--- config.mk ---
export PLATFORM = sky130hd
export DESIGN_NAME = pgfs_cell
export DESIGN_NICKNAME = d
export VERILOG_FILES = /design/src/rtl/core/pgfs_pkg.sv /design/src/rtl/core/pgfs_cell.sv
export SDC_FILE = /design/constraint.sdc
export NUM_CORES = 1
export LEC_CHECK = 0
export BUFFER_PORTS_ARGS = -buffer_cell sky130_fd_sc_hd__buf_4
export CORE_ASPECT_RATIO = 0.6
export CORE_MARGIN = 5
export CORE_UTILIZATION = 43
export CTS_BUF_LIST = sky130_fd_sc_hd__clkbuf_4 sky130_fd_sc_hd__clkbuf_8
export DETAILED_ROUTE_END_ITERATION = 12
export PLACE_DENSITY = 0.87
export REMOVE_ABC_BUFFERS = 1
export SYNTH_ARGS = -nofsm -noshare
export SYNTH_HDL_FRONTEND = slang
export SYNTH_SLANG_ARGS = --single-unit
--- constraint.sdc ---
create_clock -name clk -period 1.3 [get_ports clk]
set_input_delay 0.065 -clock clk [delete_from_list [all_inputs] [get_ports clk]]
set_output_delay 0.065 -clock clk [all_outputs]
set_load 0.01 [all_outputs]
--- src/rtl/core/pgfs_pkg.sv ---
// Shared types and constants of the pixel gravity frame store.
`timescale 1ns / 1ps
package pgfs_pkg;

  localparam int GRID_WIDTH  = 32;
  localparam int GRID_HEIGHT = 8;
  localparam int CELL_COUNT  = GRID_WIDTH * GRID_HEIGHT;

  localparam int COLOUR_W = 24;
  localparam int MODE_W   = 2;
  localparam int COL_W    = 5;
  localparam int ROW_W    = 3;
  localparam int X_W      = $clog2(GRID_WIDTH);
  localparam int Y_W      = $clog2(GRID_HEIGHT);

  localparam int CFG_INDEX_W = 1;
  localparam int CFG_DATA_W  = 2;

  localparam logic [CFG_INDEX_W-1:0] REG_FALL_DIRECTION  = 1'd0;
  localparam logic [CFG_INDEX_W-1:0] REG_FALL_OUT_ENABLE = 1'd1;

  localparam logic [MODE_W-1:0] MODE_WRITE = 2'd0;
  localparam logic [MODE_W-1:0] MODE_READ  = 2'd1;
  localparam logic [MODE_W-1:0] MODE_STEP  = 2'd2;
  localparam logic [MODE_W-1:0] MODE_NONE  = 2'd3;

  typedef enum logic [1:0] {
    DIR_DOWN,
    DIR_UP,
    DIR_LEFT,
    DIR_RIGHT
  } dir_t;

  // Fixed places in the chain. A forward pass looks at the first cell, a
  // backward pass at the last one; neighbors sit at fixed distances from it.
  localparam int POS_TAP_FWD    = 0;
  localparam int POS_TAP_BWD    = CELL_COUNT - 1;
  localparam int POS_NB_UP      = CELL_COUNT - GRID_WIDTH;
  localparam int POS_NB_LEFT    = CELL_COUNT - 1;
  localparam int POS_NB_DOWN    = GRID_WIDTH - 1;
  localparam int POS_NB_RIGHT   = 0;
  localparam int POS_DST_UP     = CELL_COUNT - GRID_WIDTH - 1;
  localparam int POS_DST_LEFT   = CELL_COUNT - 2;
  localparam int POS_DST_DOWN   = GRID_WIDTH;
  localparam int POS_DST_RIGHT  = 1;

  typedef struct packed {
    logic shift;
    logic fwd;
  } shift_ctl_t;

  typedef struct packed {
    logic                en;
    logic [COLOUR_W-1:0] value;
  } ovr_t;

endpackage

--- src/rtl/core/pgfs_cell.sv ---
// One pixel cell of the circulating frame chain.
`timescale 1ns / 1ps
module pgfs_cell (
  input  logic                          clk,
  input  logic                          rst,
  input  pgfs_pkg::shift_ctl_t          ctl,
  input  logic [pgfs_pkg::COLOUR_W-1:0] from_prev,
  input  logic [pgfs_pkg::COLOUR_W-1:0] from_next,
  input  pgfs_pkg::ovr_t                ovr,
  output logic [pgfs_pkg::COLOUR_W-1:0] q
);
  import pgfs_pkg::*;

  always_ff @(posedge clk) begin
    if (rst) begin
      q <= '0;
    end else if (ctl.shift) begin
      if (ovr.en) begin
        q <= ovr.value;
      end else if (ctl.fwd) begin
        q <= from_next;
      end else begin
        q <= from_prev;
      end
    end
  end
endmodule

Yosys cells after proc, flatten, opt, wreduce, memory -nomap -nowiden
Index checks and enable logic that the tools add are counted.
{ "totals": {"regBits": 24, "input_bits": 77, "output_inout_bits": 24} }
{ "classes": {"muxes": 2} }
{ "op_table": {"columns": ["operator", "count"], "rows": [
  ["$mux W24", 2]
]} }

Longest topological paths before layout
{ "logic_depth": {"depth_word": 2, "mapped_depth": 5} }

Least setup slack after synthesis
Ideal clock, no wire load.
{ "synth_path": {"kind": "input -> register", "start": "input port ovr[24] (netlist name)", "end": "register q[10] (netlist name)", "setup_time_ps": 79, "arrival_time_ps": 923, "t_required_ps": 1221, "path_slack_ps": 298, "path_stages": 5, "path_buffers": 3, "path_cell_list": "buf_6 > or3b_1 > buf_6 > buf_6 > o221ai_2"} }
{ "synth_via": {"elab_chain_len": 1} }
{ "synth_rtl": {"columns": ["element", "line_no", "source"], "rows": [
  ["start: declaration", "pgfs_cell.sv:9", "input pgfs_pkg::ovr_t ovr,"],
  ["$mux W24", "pgfs_cell.sv:18", "if (ovr.en) begin"],
  ["end signal: assignment", "pgfs_cell.sv:19", "q <= ovr.value;"],
  ["end signal: assignment", "pgfs_cell.sv:21", "q <= from_next;"],
  ["end signal: assignment", "pgfs_cell.sv:23", "q <= from_prev;"],
  ["end: declaration", "pgfs_cell.sv:10", "output logic [pgfs_pkg::COLOUR_W-1:0] q"]
]} }
Every way passes these cells.
A chain may end at the register's enable or synchronous reset.

Worst setup path after layout
{ "layout_path": {"start": "register q[16] (netlist name)", "end": "output port q[16] (netlist name)"} }
No word-level cell between the ends.

==> impl_metrics.toml <==
[finish]
largest_reg_flops = 24
area_delta_synth_final_pct = 51.9
final_cell_mix = "103 x buf_4, 24 x nand2b_1, 24 x mux2i_1, 24 x nand4b_1, 24 x dfxtp_1"
largestRegisters = "q: 24 flops"
top_register = "q"
final_area_um2 = 2330
drive_gt1_share_pct = 55.9
final_common_cell = "buf_4"
nNetsFinal = 307
num_antenna_cells = 0
final_util_pct = 69.7

[drt]
vias_per_cell = 5.39
firstDrtPassIters = 4
dr_total_vias = 1477
wl_met2_um = 1880
wl_met3_um = 557
drt-met1-wl_um = 1890
avgRoutedWirePerCell_um = 16.0
drc_errors = 0
postRouteAntennaNets = 0
top_layer = "met4"
totalWireLength_um = 4380
dr.first_iter.drc_count = 32

[worst_setup_path]
crit_fanout = 2
path_class = "reg2out"
worst-endpoint-required_ns = 1.24
crit_path_start_kind = "flip-flop"
path_buf_inv = 1
worst_ep_arrival_time_ns = 0.76
path_cells = "buf_4"
critPathCaptureType = "primary output"
crit_path_top_delay_cell = "dfxtp_1"
cp_top_family = "flip-flops"
max_stage_delay_ns = 0.35

[clock_network]
ctsResizeCount = 0
ctsRootBufferMaster = "clkbuf_8"
path_clk_slew_ns = 0.09
postCtsHoldBufs = 0
clk_latency_ns = 0.27
post_cts_buffers = 0
cts_tree = "built"
cts_buffers = 3
clockBufferDepth = 2
htreeDepth = 1
clock-sinks = 24

[worst_hold_path]
hold_path.class = "in2reg"

[timing]
fin_crit_ns = 0.825
whs_ns = 0.0405
setup_viol = 0
fin_tns_setup_ns = 0
clock.fmax_mhz = 1210
skew_ns = 0
period_share_pct = 63.5
final_max_slew_viol_count = 0
tightest_slew_ns = 0.539
hold_viol_final = 0
grt_setup_unrepaired = "false"
relSlewSlack_pct = 64.1

[power_and_ir_drop]
p_leak_nw = 1.02
peakVddDrop_mv = 0.527
finalPower_w = 0.00189
power_density_nw_per_um2 = 811

[logic_synthesis]
ys_warn_count = 0
synth_cells = 140
ys_ff_latch = 24
syn_avg_cell_area_um2 = 11.0
synth.distinct_cells = 10
syn-cell-area_um2 = 1530
ys_seq_area_share_pct = 31.3

[place]
dp_hpwl_um = 3260
port_buffers = 100
gp_routability_congestion = 0.720
place_area_um2 = 2270

[floorplan]
design.core.area_um2 = 3340
die_w_um = 87.1
start_util_pct = 45.9
num_rows = 16
die_h_um = 56.3
die-area_um2 = 4900
ios = 101

[flow_run]
drv_cap = 0

[grt]
gr-total-overflow = 0
grt.total_usage_pct = 17.5
grt_pass1_vias = 1444
antenna_found_initial = 0
grt_pass1_wl_um = 6760
grt_max_degree = 49

[status]
status = "completed"
worst register-to-register path, stage by stage, from the launching register on:
cell and delay [ns]:
dfxtp_1 0.35, nand2b_1 0.07, o221ai_2 0.16
worst paths after layout:
| kind | from | to | slack [ns] | cells past startpoint |
|---|---|---|---|---|
| worst min-delay path | ovr[0] | q[0] | 0.04 | 3 |
| worst min register to register | q[11] | q[11] | 0.53 | 2 |
| worst max register to register | q[12] | q[12] | 0.65 | 2 |
| worst max-delay path | q[16] | q[16] | 0.48 | 1 |
layer usage:
metal / track usage, % / up-vias
met4: 5.25 / 0
met3: 8.04 / 7
met2: 26.4 / 69
li1: - / 732
met1: 22.3 / 669
met5: 0 / -
metrics by stage:
| stage | setup WS (ns) | instances |
|---|---|---|
| 2_1_floorplan | 0.134 | 121 |
| 3_3_place_gp | 0.230 | 270 |
| 3_5_place_dp | 0.203 | 270 |
| 4_1_cts | 0.464 | 274 |
| 5_1_grt | 0.419 | 274 |
| 6_report | 0.475 | 274 |
cell type report:
cell class / count / area, um^2
clock buffers: 4 / 55.1
well taps: 45 / 56.3
repair buffers: 104 / 793
multi-input cells: 97 / 945
flip-flops and latches: 24 / 480
fillers: 278 / 1010
Yosys cell counts:
cell	count	area, um^2
dfxtp_1	24	480
mux2i_1	24	240
nand2b_1	24	150
nand4b_1	24	210
o221ai_2	20	300
clkbuf_1	9	33.8
buf_2	6	30.0
buf_6	4	45.0
o221ai_1	4	35.0
or3b_1	1	8.76
cell families after synthesis:
group | count (synthesis) | share of synthesized area, %
and+or+nand+nor | 49 | 24.1
AOI/OAI and AO/OA | 24 | 21.9
muxes | 24 | 15.7
DFF | 24 | 31.3
buffers and inverters | 19 | 7.10
power breakdown:
| part | internal (W) | leakage [nW] | switching, W |
|---|---|---|---|
| Combinational | 0.000328 | 0.796 | 0.000231 |
| Clock | 0.000271 | 0.0288 | 0.000241 |
| Sequential | 0.000791 | 0.198 | 0.0000283 |
| Total | 0.00139 | 1.02 | 0.000501 |
(Power assumes the default switching activity.)
