$ cat config.mk
export PLATFORM = sky130hd
export DESIGN_NAME = pgfs_settle
export DESIGN_NICKNAME = d
export VERILOG_FILES = /design/src/rtl/core/pgfs_pkg.sv /design/src/rtl/core/pgfs_settle.sv
export SDC_FILE = /design/constraint.sdc
export NUM_CORES = 1
export LEC_CHECK = 0
export BUFFER_PORTS_ARGS = -buffer_cell sky130_fd_sc_hd__buf_2
export CAP_MARGIN = 20
export CORE_MARGIN = 1.5
export CORE_UTILIZATION = 25
export DETAILED_ROUTE_END_ITERATION = 8
export PLACE_DENSITY = 0.88
export RECOVER_POWER = 50
export SETUP_SLACK_MARGIN = 0.02
export SLEW_MARGIN = 20
export SYNTH_ARGS = -nofsm -noshare
export SYNTH_HDL_FRONTEND = slang
export SYNTH_SLANG_ARGS = --single-unit
$ cat constraint.sdc
create_clock -name vclk -period 1.4
set_input_delay 0.14 -clock vclk [all_inputs]
set_output_delay 0.14 -clock vclk [all_outputs]
set_load 0.005 [all_outputs]
$ cat src/rtl/core/pgfs_pkg.sv
// Shared types and constants of the pixel gravity frame store.
`timescale 1ns / 1ps
package pgfs_pkg;

  localparam int GRID_WIDTH  = 32;
  localparam int GRID_HEIGHT = 8;
  localparam int CELL_COUNT  = GRID_WIDTH * GRID_HEIGHT;

  localparam int COLOUR_W = 24;
  localparam int MODE_W   = 2;
  localparam int COL_W    = 5;
  localparam int ROW_W    = 3;
  localparam int X_W      = $clog2(GRID_WIDTH);
  localparam int Y_W      = $clog2(GRID_HEIGHT);

  localparam int CFG_INDEX_W = 1;
  localparam int CFG_DATA_W  = 2;

  localparam logic [CFG_INDEX_W-1:0] REG_FALL_DIRECTION  = 1'd0;
  localparam logic [CFG_INDEX_W-1:0] REG_FALL_OUT_ENABLE = 1'd1;

  localparam logic [MODE_W-1:0] MODE_WRITE = 2'd0;
  localparam logic [MODE_W-1:0] MODE_READ  = 2'd1;
  localparam logic [MODE_W-1:0] MODE_STEP  = 2'd2;
  localparam logic [MODE_W-1:0] MODE_NONE  = 2'd3;

  typedef enum logic [1:0] {
    DIR_DOWN,
    DIR_UP,
    DIR_LEFT,
    DIR_RIGHT
  } dir_t;

  // Fixed places in the chain. A forward pass looks at the first cell, a
  // backward pass at the last one; neighbors sit at fixed distances from it.
  localparam int POS_TAP_FWD    = 0;
  localparam int POS_TAP_BWD    = CELL_COUNT - 1;
  localparam int POS_NB_UP      = CELL_COUNT - GRID_WIDTH;
  localparam int POS_NB_LEFT    = CELL_COUNT - 1;
  localparam int POS_NB_DOWN    = GRID_WIDTH - 1;
  localparam int POS_NB_RIGHT   = 0;
  localparam int POS_DST_UP     = CELL_COUNT - GRID_WIDTH - 1;
  localparam int POS_DST_LEFT   = CELL_COUNT - 2;
  localparam int POS_DST_DOWN   = GRID_WIDTH;
  localparam int POS_DST_RIGHT  = 1;

  typedef struct packed {
    logic shift;
    logic fwd;
  } shift_ctl_t;

  typedef struct packed {
    logic                en;
    logic [COLOUR_W-1:0] value;
  } ovr_t;

endpackage

$ cat src/rtl/core/pgfs_settle.sv
// Gravity decision for the pixel passing the tap and its neighbor.
`timescale 1ns / 1ps
module pgfs_settle (
  input  logic                          step,
  input  logic                          at_edge,
  input  logic                          fall_out,
  input  logic [pgfs_pkg::COLOUR_W-1:0] here,
  input  logic [pgfs_pkg::COLOUR_W-1:0] nb,
  output logic [pgfs_pkg::COLOUR_W-1:0] here_new,
  output logic [pgfs_pkg::COLOUR_W-1:0] nb_new,
  output logic                          nb_wr,
  output logic                          moved
);
  import pgfs_pkg::*;

  always_comb begin
    here_new = here;
    nb_new   = nb;
    nb_wr    = 1'b0;
    moved    = 1'b0;
    if (step && (here != '0)) begin
      if (at_edge) begin
        if (fall_out) begin
          here_new = '0;
          moved    = 1'b1;
        end
      end else if (nb == '0) begin
        nb_new   = here;
        nb_wr    = 1'b1;
        here_new = '0;
        moved    = 1'b1;
      end
    end
  end
endmodule

# After elaboration in Yosys (flattened, before gate mapping)
# Index checks and enable logic that the tools add are counted.
[op_classes]
mux = 13
n_reduce_logical = 3
[op_table]
columns = ["cell", "n"]
rows = [
  ["24-bit 2-to-1 mux", 7],
  ["24-bit logical NOT", 1],
  ["24-bit nonzero test", 1],
  ["1-bit 2-to-1 mux", 6],
  ["1-bit logical AND", 1],
]
[totals]
inputBits = 51
regBits = 0

# Longest topological paths before layout
# Gate-level depths: netlist (run 1).
[depth]
ltp_word = 4
depth_mapped = 5
depth_no_buf = 4

# Worst setup path after synthesis (run 1)
# No wires, ideal clock.
[synth_timing]
kind = "input-to-output"
startpoint = "in nb[5] (netlist bit)"
endpoint = "out nb_new[14] (netlist bit)"
stages = 5
slack_ns = -0.089
t_arrival_ns = 1.349
required_time_ns = 1.260
path_cell_list = "nor4_1 > nand4_1 > a2111oi_4 > buf_6 > a21o_1"
[synth_via]
elab_chain_cells = 4
[synth_lines]
columns = ["item", "line_no", "rtl"]
rows = [
  ["start, declared", "pgfs_settle.sv:8", "input logic [pgfs_pkg::COLOUR_W-1:0] nb,"],
  ["24-bit logical NOT", "pgfs_settle.sv:27", "end else if (nb == '0) begin"],
  ["24-bit 2-to-1 mux", "pgfs_settle.sv:27", ""],
  ["24-bit 2-to-1 mux", "pgfs_settle.sv:22", "if (at_edge) begin"],
  ["24-bit 2-to-1 mux", "pgfs_settle.sv:21", "if (step && (here != '0)) begin"],
  ["end, declared", "pgfs_settle.sv:10", "output logic [pgfs_pkg::COLOUR_W-1:0] nb_new,"],
]
# No other way between the ends.

# Worst setup path in the final report (run 1)
[layout_timing]
startpoint = "in nb[2] (netlist bit)"
endpoint = "out nb_new[7] (netlist bit)"
# Same word-level chain as after synthesis.

==> results of run 1 <==
==> report_power, final <==
group	switching [mW]	internal, mW
Clock	0	0
Combinational	0.194	0.263
Sequential	0	0
Total	0.194	0.263
==> repair_timing <==
action | 4_1_cts | 5_1_grt
setup buffers | 2 | 0
pin swaps | 24 | 9
endpoints found under the setup margin | 50 | 50
hold buffers | 0 | 0
cloned | 1 | 1
resized for setup | 38 | 4
==> cell usage in the layout, fill, tap and decap left out <==
master / instances
nand3_2: 1
buf_2: 96
nor4_4: 3
nor2_4: 1
a21oi_4: 1
nor4_2: 3
nor4_1: 3
o21ai_4: 1
nor2_1: 1
buf_6: 8
buf_12: 3
nand4_1: 1
clkbuf_16: 1
nor3_1: 1
and4_2: 1
and2_4: 1
a21boi_2: 14
a21boi_1: 10
buf_4: 37
a2111oi_4: 1
or4_4: 2
a21o_1: 24
buf_8: 1
nand2_1: 1
inv_1: 1
==> logic make-up (layout without fill, tap and decap cells) <==
kind of cell / count (synthesis) / in the layout / share of synthesized area, %
buffers and inverters: 6 / 147 / 7.22
AO/OA/AOI/OAI: 51 / 51 / 71.8
AND/OR/NAND/NOR: 19 / 19 / 21.0
==> metal layers <==
| layer | up-vias | wire length (µm) | share of wire (%) |
|---|---|---|---|
| li1 | 598 | - | - |
| met1 | 580 | 1360 | 35 |
| met2 | 83 | 2100 | 54 |
| met3 | 16 | 299 | 7.7 |
| met4 | 0 | 130 | 3.3 |
| met5 | - | 0 | 0 |
==> metrics by stage <==
step / instances / hold slack (ns) / setup TNS [ns]
after global placement: 240 / 0.532 / -14.37
final: 244 / 0.533 / -12.78
after global routing: 244 / 0.548 / -17.46
after floorplan: 76 / 0.353 / -0.312
after detailed placement: 240 / 0.534 / -17.15
after CTS: 243 / 0.537 / -11.84
==> final timing paths <==
path | to | slack [ns] | cells after the start
max | nb_new[7] | -0.29 | 7
min | nb_new[15] | 0.53 | 3
==> cells in the mapped netlist, drive strengths merged <==
| master | instances |
|---|---|
| a21boi | 24 |
| a21o | 24 |
| nor4 | 9 |
| buf | 4 |
| nor2 | 2 |
| or4 | 2 |
| a2111oi | 1 |
| a21oi | 1 |
| and2 | 1 |
| and4 | 1 |
| clkbuf | 1 |
| inv | 1 |
| nand2 | 1 |
| nand3 | 1 |
| nand4 | 1 |
| nor3 | 1 |
| o21ai | 1 |
==> worst max-delay path, delay by kind of cell <==
family / cells / cell delay, ns
buffers and inverters: 3 / 0.43
AOI/OAI and AO/OA: 2 / 0.49
and+or+nand+nor: 2 / 0.49
==> area by class of cell <==
| class | instances | area, µm² |
|---|---|---|
| Timing Repair Buffer | 146 | 948 |
| Fill cell | 126 | 362 |
| Inverter | 1 | 3.75 |
| Multi-Input combinational cell | 70 | 674 |
| Tap cell | 27 | 33.8 |
==> summary.md, run 1 <==
| Metric | Value |
|---|---|
| Status | complete, but fails checks |
| Failing checks | negative setup slack |
| Max-slew violation count | 0 |
| Initial DRT Pass Iterations | 4 |
| Initial Util | 27.4% |
| Met3 Usage GRT | 5.76% |
| Power, Total | 0.457 mW |
| Pwr per Cell Area | 275 nW/µm² |
| Die height | 50.1 µm |
| Vias/cell | 5.23 |
| WP data arrival | 1.55 ns |
| DRT iter0 DRCs | 15 |
| First-pass GRT wire length | 5710 µm |
| Setup CP Type | in2out |
| Routability cong. | 0.859 |
| Io pins | 101 |
| Pin count of the biggest net entering global routing | 19 |
| Worst Tran Pin Value | 0.404 ns |
| Post-detail-place hpwl | 3000 µm |
| Busiest grt layer | met2 |
| Share of the synthesized area in the top cell type | 32.5% |
| Final core occ | 82.1% |
| Crit path launch | nb[2] |
| Avg WL per Cell | 15.9 µm |
| Die area | 2510 µm² |
| Worst Setup Start Kind | input port |
| Post-route ant nets | 0 |
| Pre-CTS WS | -0.415 ns |
| Initial antenna violation count | 0 |
| Synth Warn # | 0 |
| M1 GR Usage | 30.1% |
| Reg area | 0 µm² |
| Endpoints failing setup | 50 |
| Largest cells by area after synthesis | a21o_1 (33%), a21boi_0 (19%), a21boi_1 (14%) |
| Yosys top cell by area | a21o_1 |
| Post-Route WL | 3890 µm |
| Period minus WS final | 1.69 ns |
| Cell Area, Placed | 1470 µm² |
| Cells after Synth | 76 |
| Final setup slack of the worst path | -0.294 ns |
| Vias in the first global route | 1221 |
| Antenna fix cells | 0 |
| Crit-path cells | buf_8, nor4_4, nand4_1, a2111oi_4, buf_4, a21o_1, buf_2 |
| Placement Rows | 16 |
| CLK BUF | 0 |
| Grt ovf | 0 |
| Share of post-route cells with drive strength above 1 | 80.6% |
| DRC Markers | 0 |
| GRT Util Overall | 29.3% |
| Layout area overhead | 200% |
| Design Area, Final | 1660 µm² |
| Syn Area/Cell | 7.29 µm² |
| Met2 global-route usage | 58.1% |
| Crit path max-delay cell type | a2111oi_4 |
| Total Nets Final | 270 |
| Max stage delay on crit path | 0.36 ns |
| Cell area after synthesis | 554 µm² |
| Fin. Hold Viols | 0 |
| Max Cap Viol | 0 |
| Core outline area | 2020 µm² |
| Max-slew headroom | 73.0% |
| CP Capture Type | primary output |
| RSZ-0062 raised after global routing | yes |
| Seq Cell Count | 0 |
| Final worst path period share | 121% |
| Via Count | 1277 |
| Seq/Total Area, Yosys | 0% |
| Worst Min Path Start | nb[15] |
| Worst EP required | 1.26 ns |
| Tightest Hold Check Type | in2out |
| Port bufs | 101 |
| Maximum VDD drop | 227 µV |
| Die X | 50.1 µm |
| Max Fanout on Critical Path | 6 |
| Syn nets | 127 |
| Max Clk Rate | 590 MHz |
| Pleak | 0.956 nW |
| Synth cell types | 20 |
Power figures use the tool's default switching activity.
==> inputs of run 2 (changes only) <==
--- a/config.mk
+++ b/config.mk
@@ -7,10 +7,12 @@
 export LEC_CHECK = 0
 export BUFFER_PORTS_ARGS = -buffer_cell sky130_fd_sc_hd__buf_2
 export CAP_MARGIN = 20
+export CELL_PAD_IN_SITES_DETAIL_PLACEMENT = 0
+export CELL_PAD_IN_SITES_GLOBAL_PLACEMENT = 2
 export CORE_MARGIN = 1.5
-export CORE_UTILIZATION = 25
+export CORE_UTILIZATION = 10
 export DETAILED_ROUTE_END_ITERATION = 8
-export PLACE_DENSITY = 0.88
+export PLACE_DENSITY = 0.91
 export RECOVER_POWER = 50
 export SETUP_SLACK_MARGIN = 0.02
 export SLEW_MARGIN = 20
==> run 2 against run 1 <==
Against the previous run:
- the run still ends with negative setup slack left
- die area increased by 140%
- critical path depth rose by 2
- non-clock buffer count down 3
- global-route usage is 17 points lower
- highest routed layer unchanged
==> summary.md, run 2 (synthesis results as in run 1) <==
| Metric | Value |
|---|---|
| Status | complete, but fails checks (unchanged) |
| Failing checks | negative setup slack (unchanged) |
| DRT iter0 DRCs | 17 (was 15) |
| Pre-CTS WS | -0.549 ns (was -0.415 ns) |
| Pwr per Cell Area | 260 nW/µm² (was 275 nW/µm²) |
| Hold_buf cts | 0 (unchanged) |
| Initial antenna violation count | 0 (unchanged) |
| Power, Total | 0.420 mW (was 0.457 mW) |
| Seq Cell Count | 0 (unchanged) |
| Max Cap Viol | 0 (unchanged) |
| Initial Util | 10.6% (was 27.4%) |
| Setup CP Type | in2out (unchanged) |
| Vias in the first global route | 1240 (was 1221) |
| Endpoints failing setup | 50 (unchanged) |
| Max Fanout on Critical Path | 8 (was 6) |
| Die height | 77.5 µm (was 50.1 µm) |
| Fin. Hold Viols | 0 (unchanged) |
| Antenna fix cells | 0 (unchanged) |
| Post-detail-place hpwl | 3360 µm (was 3000 µm) |
| Pleak | 0.914 nW (was 0.956 nW) |
| Routability cong. | 0.792 (was 0.859) |
| Avg WL per Cell | 13.7 µm (was 15.9 µm) |
| Post-route ant nets | 0 (unchanged) |
| Crit-path cells | buf_8, nor4_4, buf_4, nand4_1, buf_4, o21ai_4, buf_6, and2_1, buf_2 (was buf_8, nor4_4, nand4_1, a2111oi_4, buf_4, a21o_1, buf_2) |
| Fillers | 560 (was 126) |
| Max Clk Rate | 552 MHz (was 590 MHz) |
| Tightest Hold Check Type | in2out (unchanged) |
| Crit path max-delay cell type | nor4_4 (was a2111oi_4) |
| Final setup slack of the worst path | -0.413 ns (was -0.294 ns) |
| RSZ-0062 raised after global routing | yes (unchanged) |
| Io pins | 101 (unchanged) |
| Die X | 77.5 µm (was 50.1 µm) |
| DRC Markers | 0 (unchanged) |
| Reg area | 0 µm² (unchanged) |
| Layout area overhead | 191% (was 200%) |
| Pin count of the biggest net entering global routing | 18 (was 19) |
| Post-CTS Setup Bufs | 0 (was 2) |
| First-pass GRT wire length | 6110 µm (was 5710 µm) |
| Period minus WS final | 1.81 ns (was 1.69 ns) |
| Worst Setup Start Kind | input port (unchanged) |
| Most frequent cells in the layout | buf_2 (99), buf_4 (36), a21o_1 (24) (was buf_2 (96), buf_4 (37), a21o_1 (24)) |
| Core outline area | 5240 µm² (was 2020 µm²) |
| Maximum VDD drop | 64.4 µV (was 227 µV) |
| Worst EP required | 1.26 ns (about the same) |
| Max stage delay on crit path | 0.31 ns (was 0.36 ns) |
| Post-Route WL | 3890 µm (about the same) |
| Initial DRT Pass Iterations | 4 (unchanged) |
| Crit path buffers/inverters | 5 (was 3) |
| Share of post-route cells with drive strength above 1 | 79.0% (was 80.6%) |
| WP data arrival | 1.67 ns (was 1.55 ns) |
| CP top delay family | buffers and inverters (was simple AND/OR/NAND/NOR gates) |
| Worst Tran Pin Value | 0.576 ns (was 0.404 ns) |
| Vias/cell | 4.02 (was 5.23) |
| Most frequent CP cell | buf_4 |
| Max-slew headroom | 61.5% (was 73.0%) |
| Via Count | 1143 (was 1277) |
| Final worst path period share | 129% (was 121%) |
| GRT Util Overall | 12.6% (was 29.3%) |
| Grt ovf | 0 (unchanged) |
| Max-slew violation count | 0 (unchanged) |
| CP Capture Type | primary output (unchanged) |
| Die area | 6000 µm² (was 2510 µm²) |
| Total Nets Final | 267 (was 270) |
| CLK BUF | 0 (unchanged) |
| Commonest non-fill, non-tap cell in the layout | buf_2 (unchanged) |
| Placement Rows | 26 (was 16) |
| Port bufs | 101 (unchanged) |
run 2: cell count changes in the layout (fill, tap and decap cells not counted), moves of 3 or more:
cell      before  now
a21boi_1      10    6
buf_2         96   99
buf_12         3    0
a21boi_0       0    4
run 2: layer usage:
| metal | GRT usage, % | wire (µm) |
|---|---|---|
| met1 | 13.6 | 1490 |
| met2 | 25.6 | 2120 |
| met3 | 1.53 | 182 |
| met4 | 2.55 | 93 |
| met5 | 0 | 0 |
run 2: timing repair:
action	4_1_cts	5_1_grt
pin swaps	9	0
gates cloned	2	0
setup endpoints to repair	50	50
resized for setup	29	6
run 2: per-stage QoR:
stage               util (%)  instances  hold WS [ns]  cell area [µm²]  TNS [ns]
finish                  30.8        284         0.535             1620    -17.94
global placement        28.5        282         0.534             1490    -22.07
floorplan                  -         76         0.353              638    -0.312
global route            30.8        284         0.541             1620    -22.26
CTS                     30.4        284         0.542             1590    -17.63
detailed placement      28.5        282         0.540             1490    -24.37
run 2: worst min-delay path, stage by stage:
cell,delay [ns]
buf_8,0.08
a21o_1,0.08
buf_2,0.10
run 2: area by class of cell:
type / instances / area (µm²) / share of cell area (%)
inverters: 1 / 3.75 / 0.232
multi-input cells: 70 / 664 / 41.1
well taps: 70 / 87.6 / 5.42
repair buffers: 143 / 860 / 53.2
run 2: final timing paths:
path,cells past startpoint,from,endpoint,slack [ns]
setup / recovery,9,nb[11],moved,-0.41
hold / removal,3,nb[11],nb_new[11],0.53
run 2: report_power, final:
| part | switching, mW | leakage, nW | internal [mW] | total, mW |
|---|---|---|---|---|
| clock | 0 | 0 | 0 | 0 |
| sequential | 0 | 0 | 0 | 0 |
| combinational | 0.180 | 0.914 | 0.240 | 0.420 |
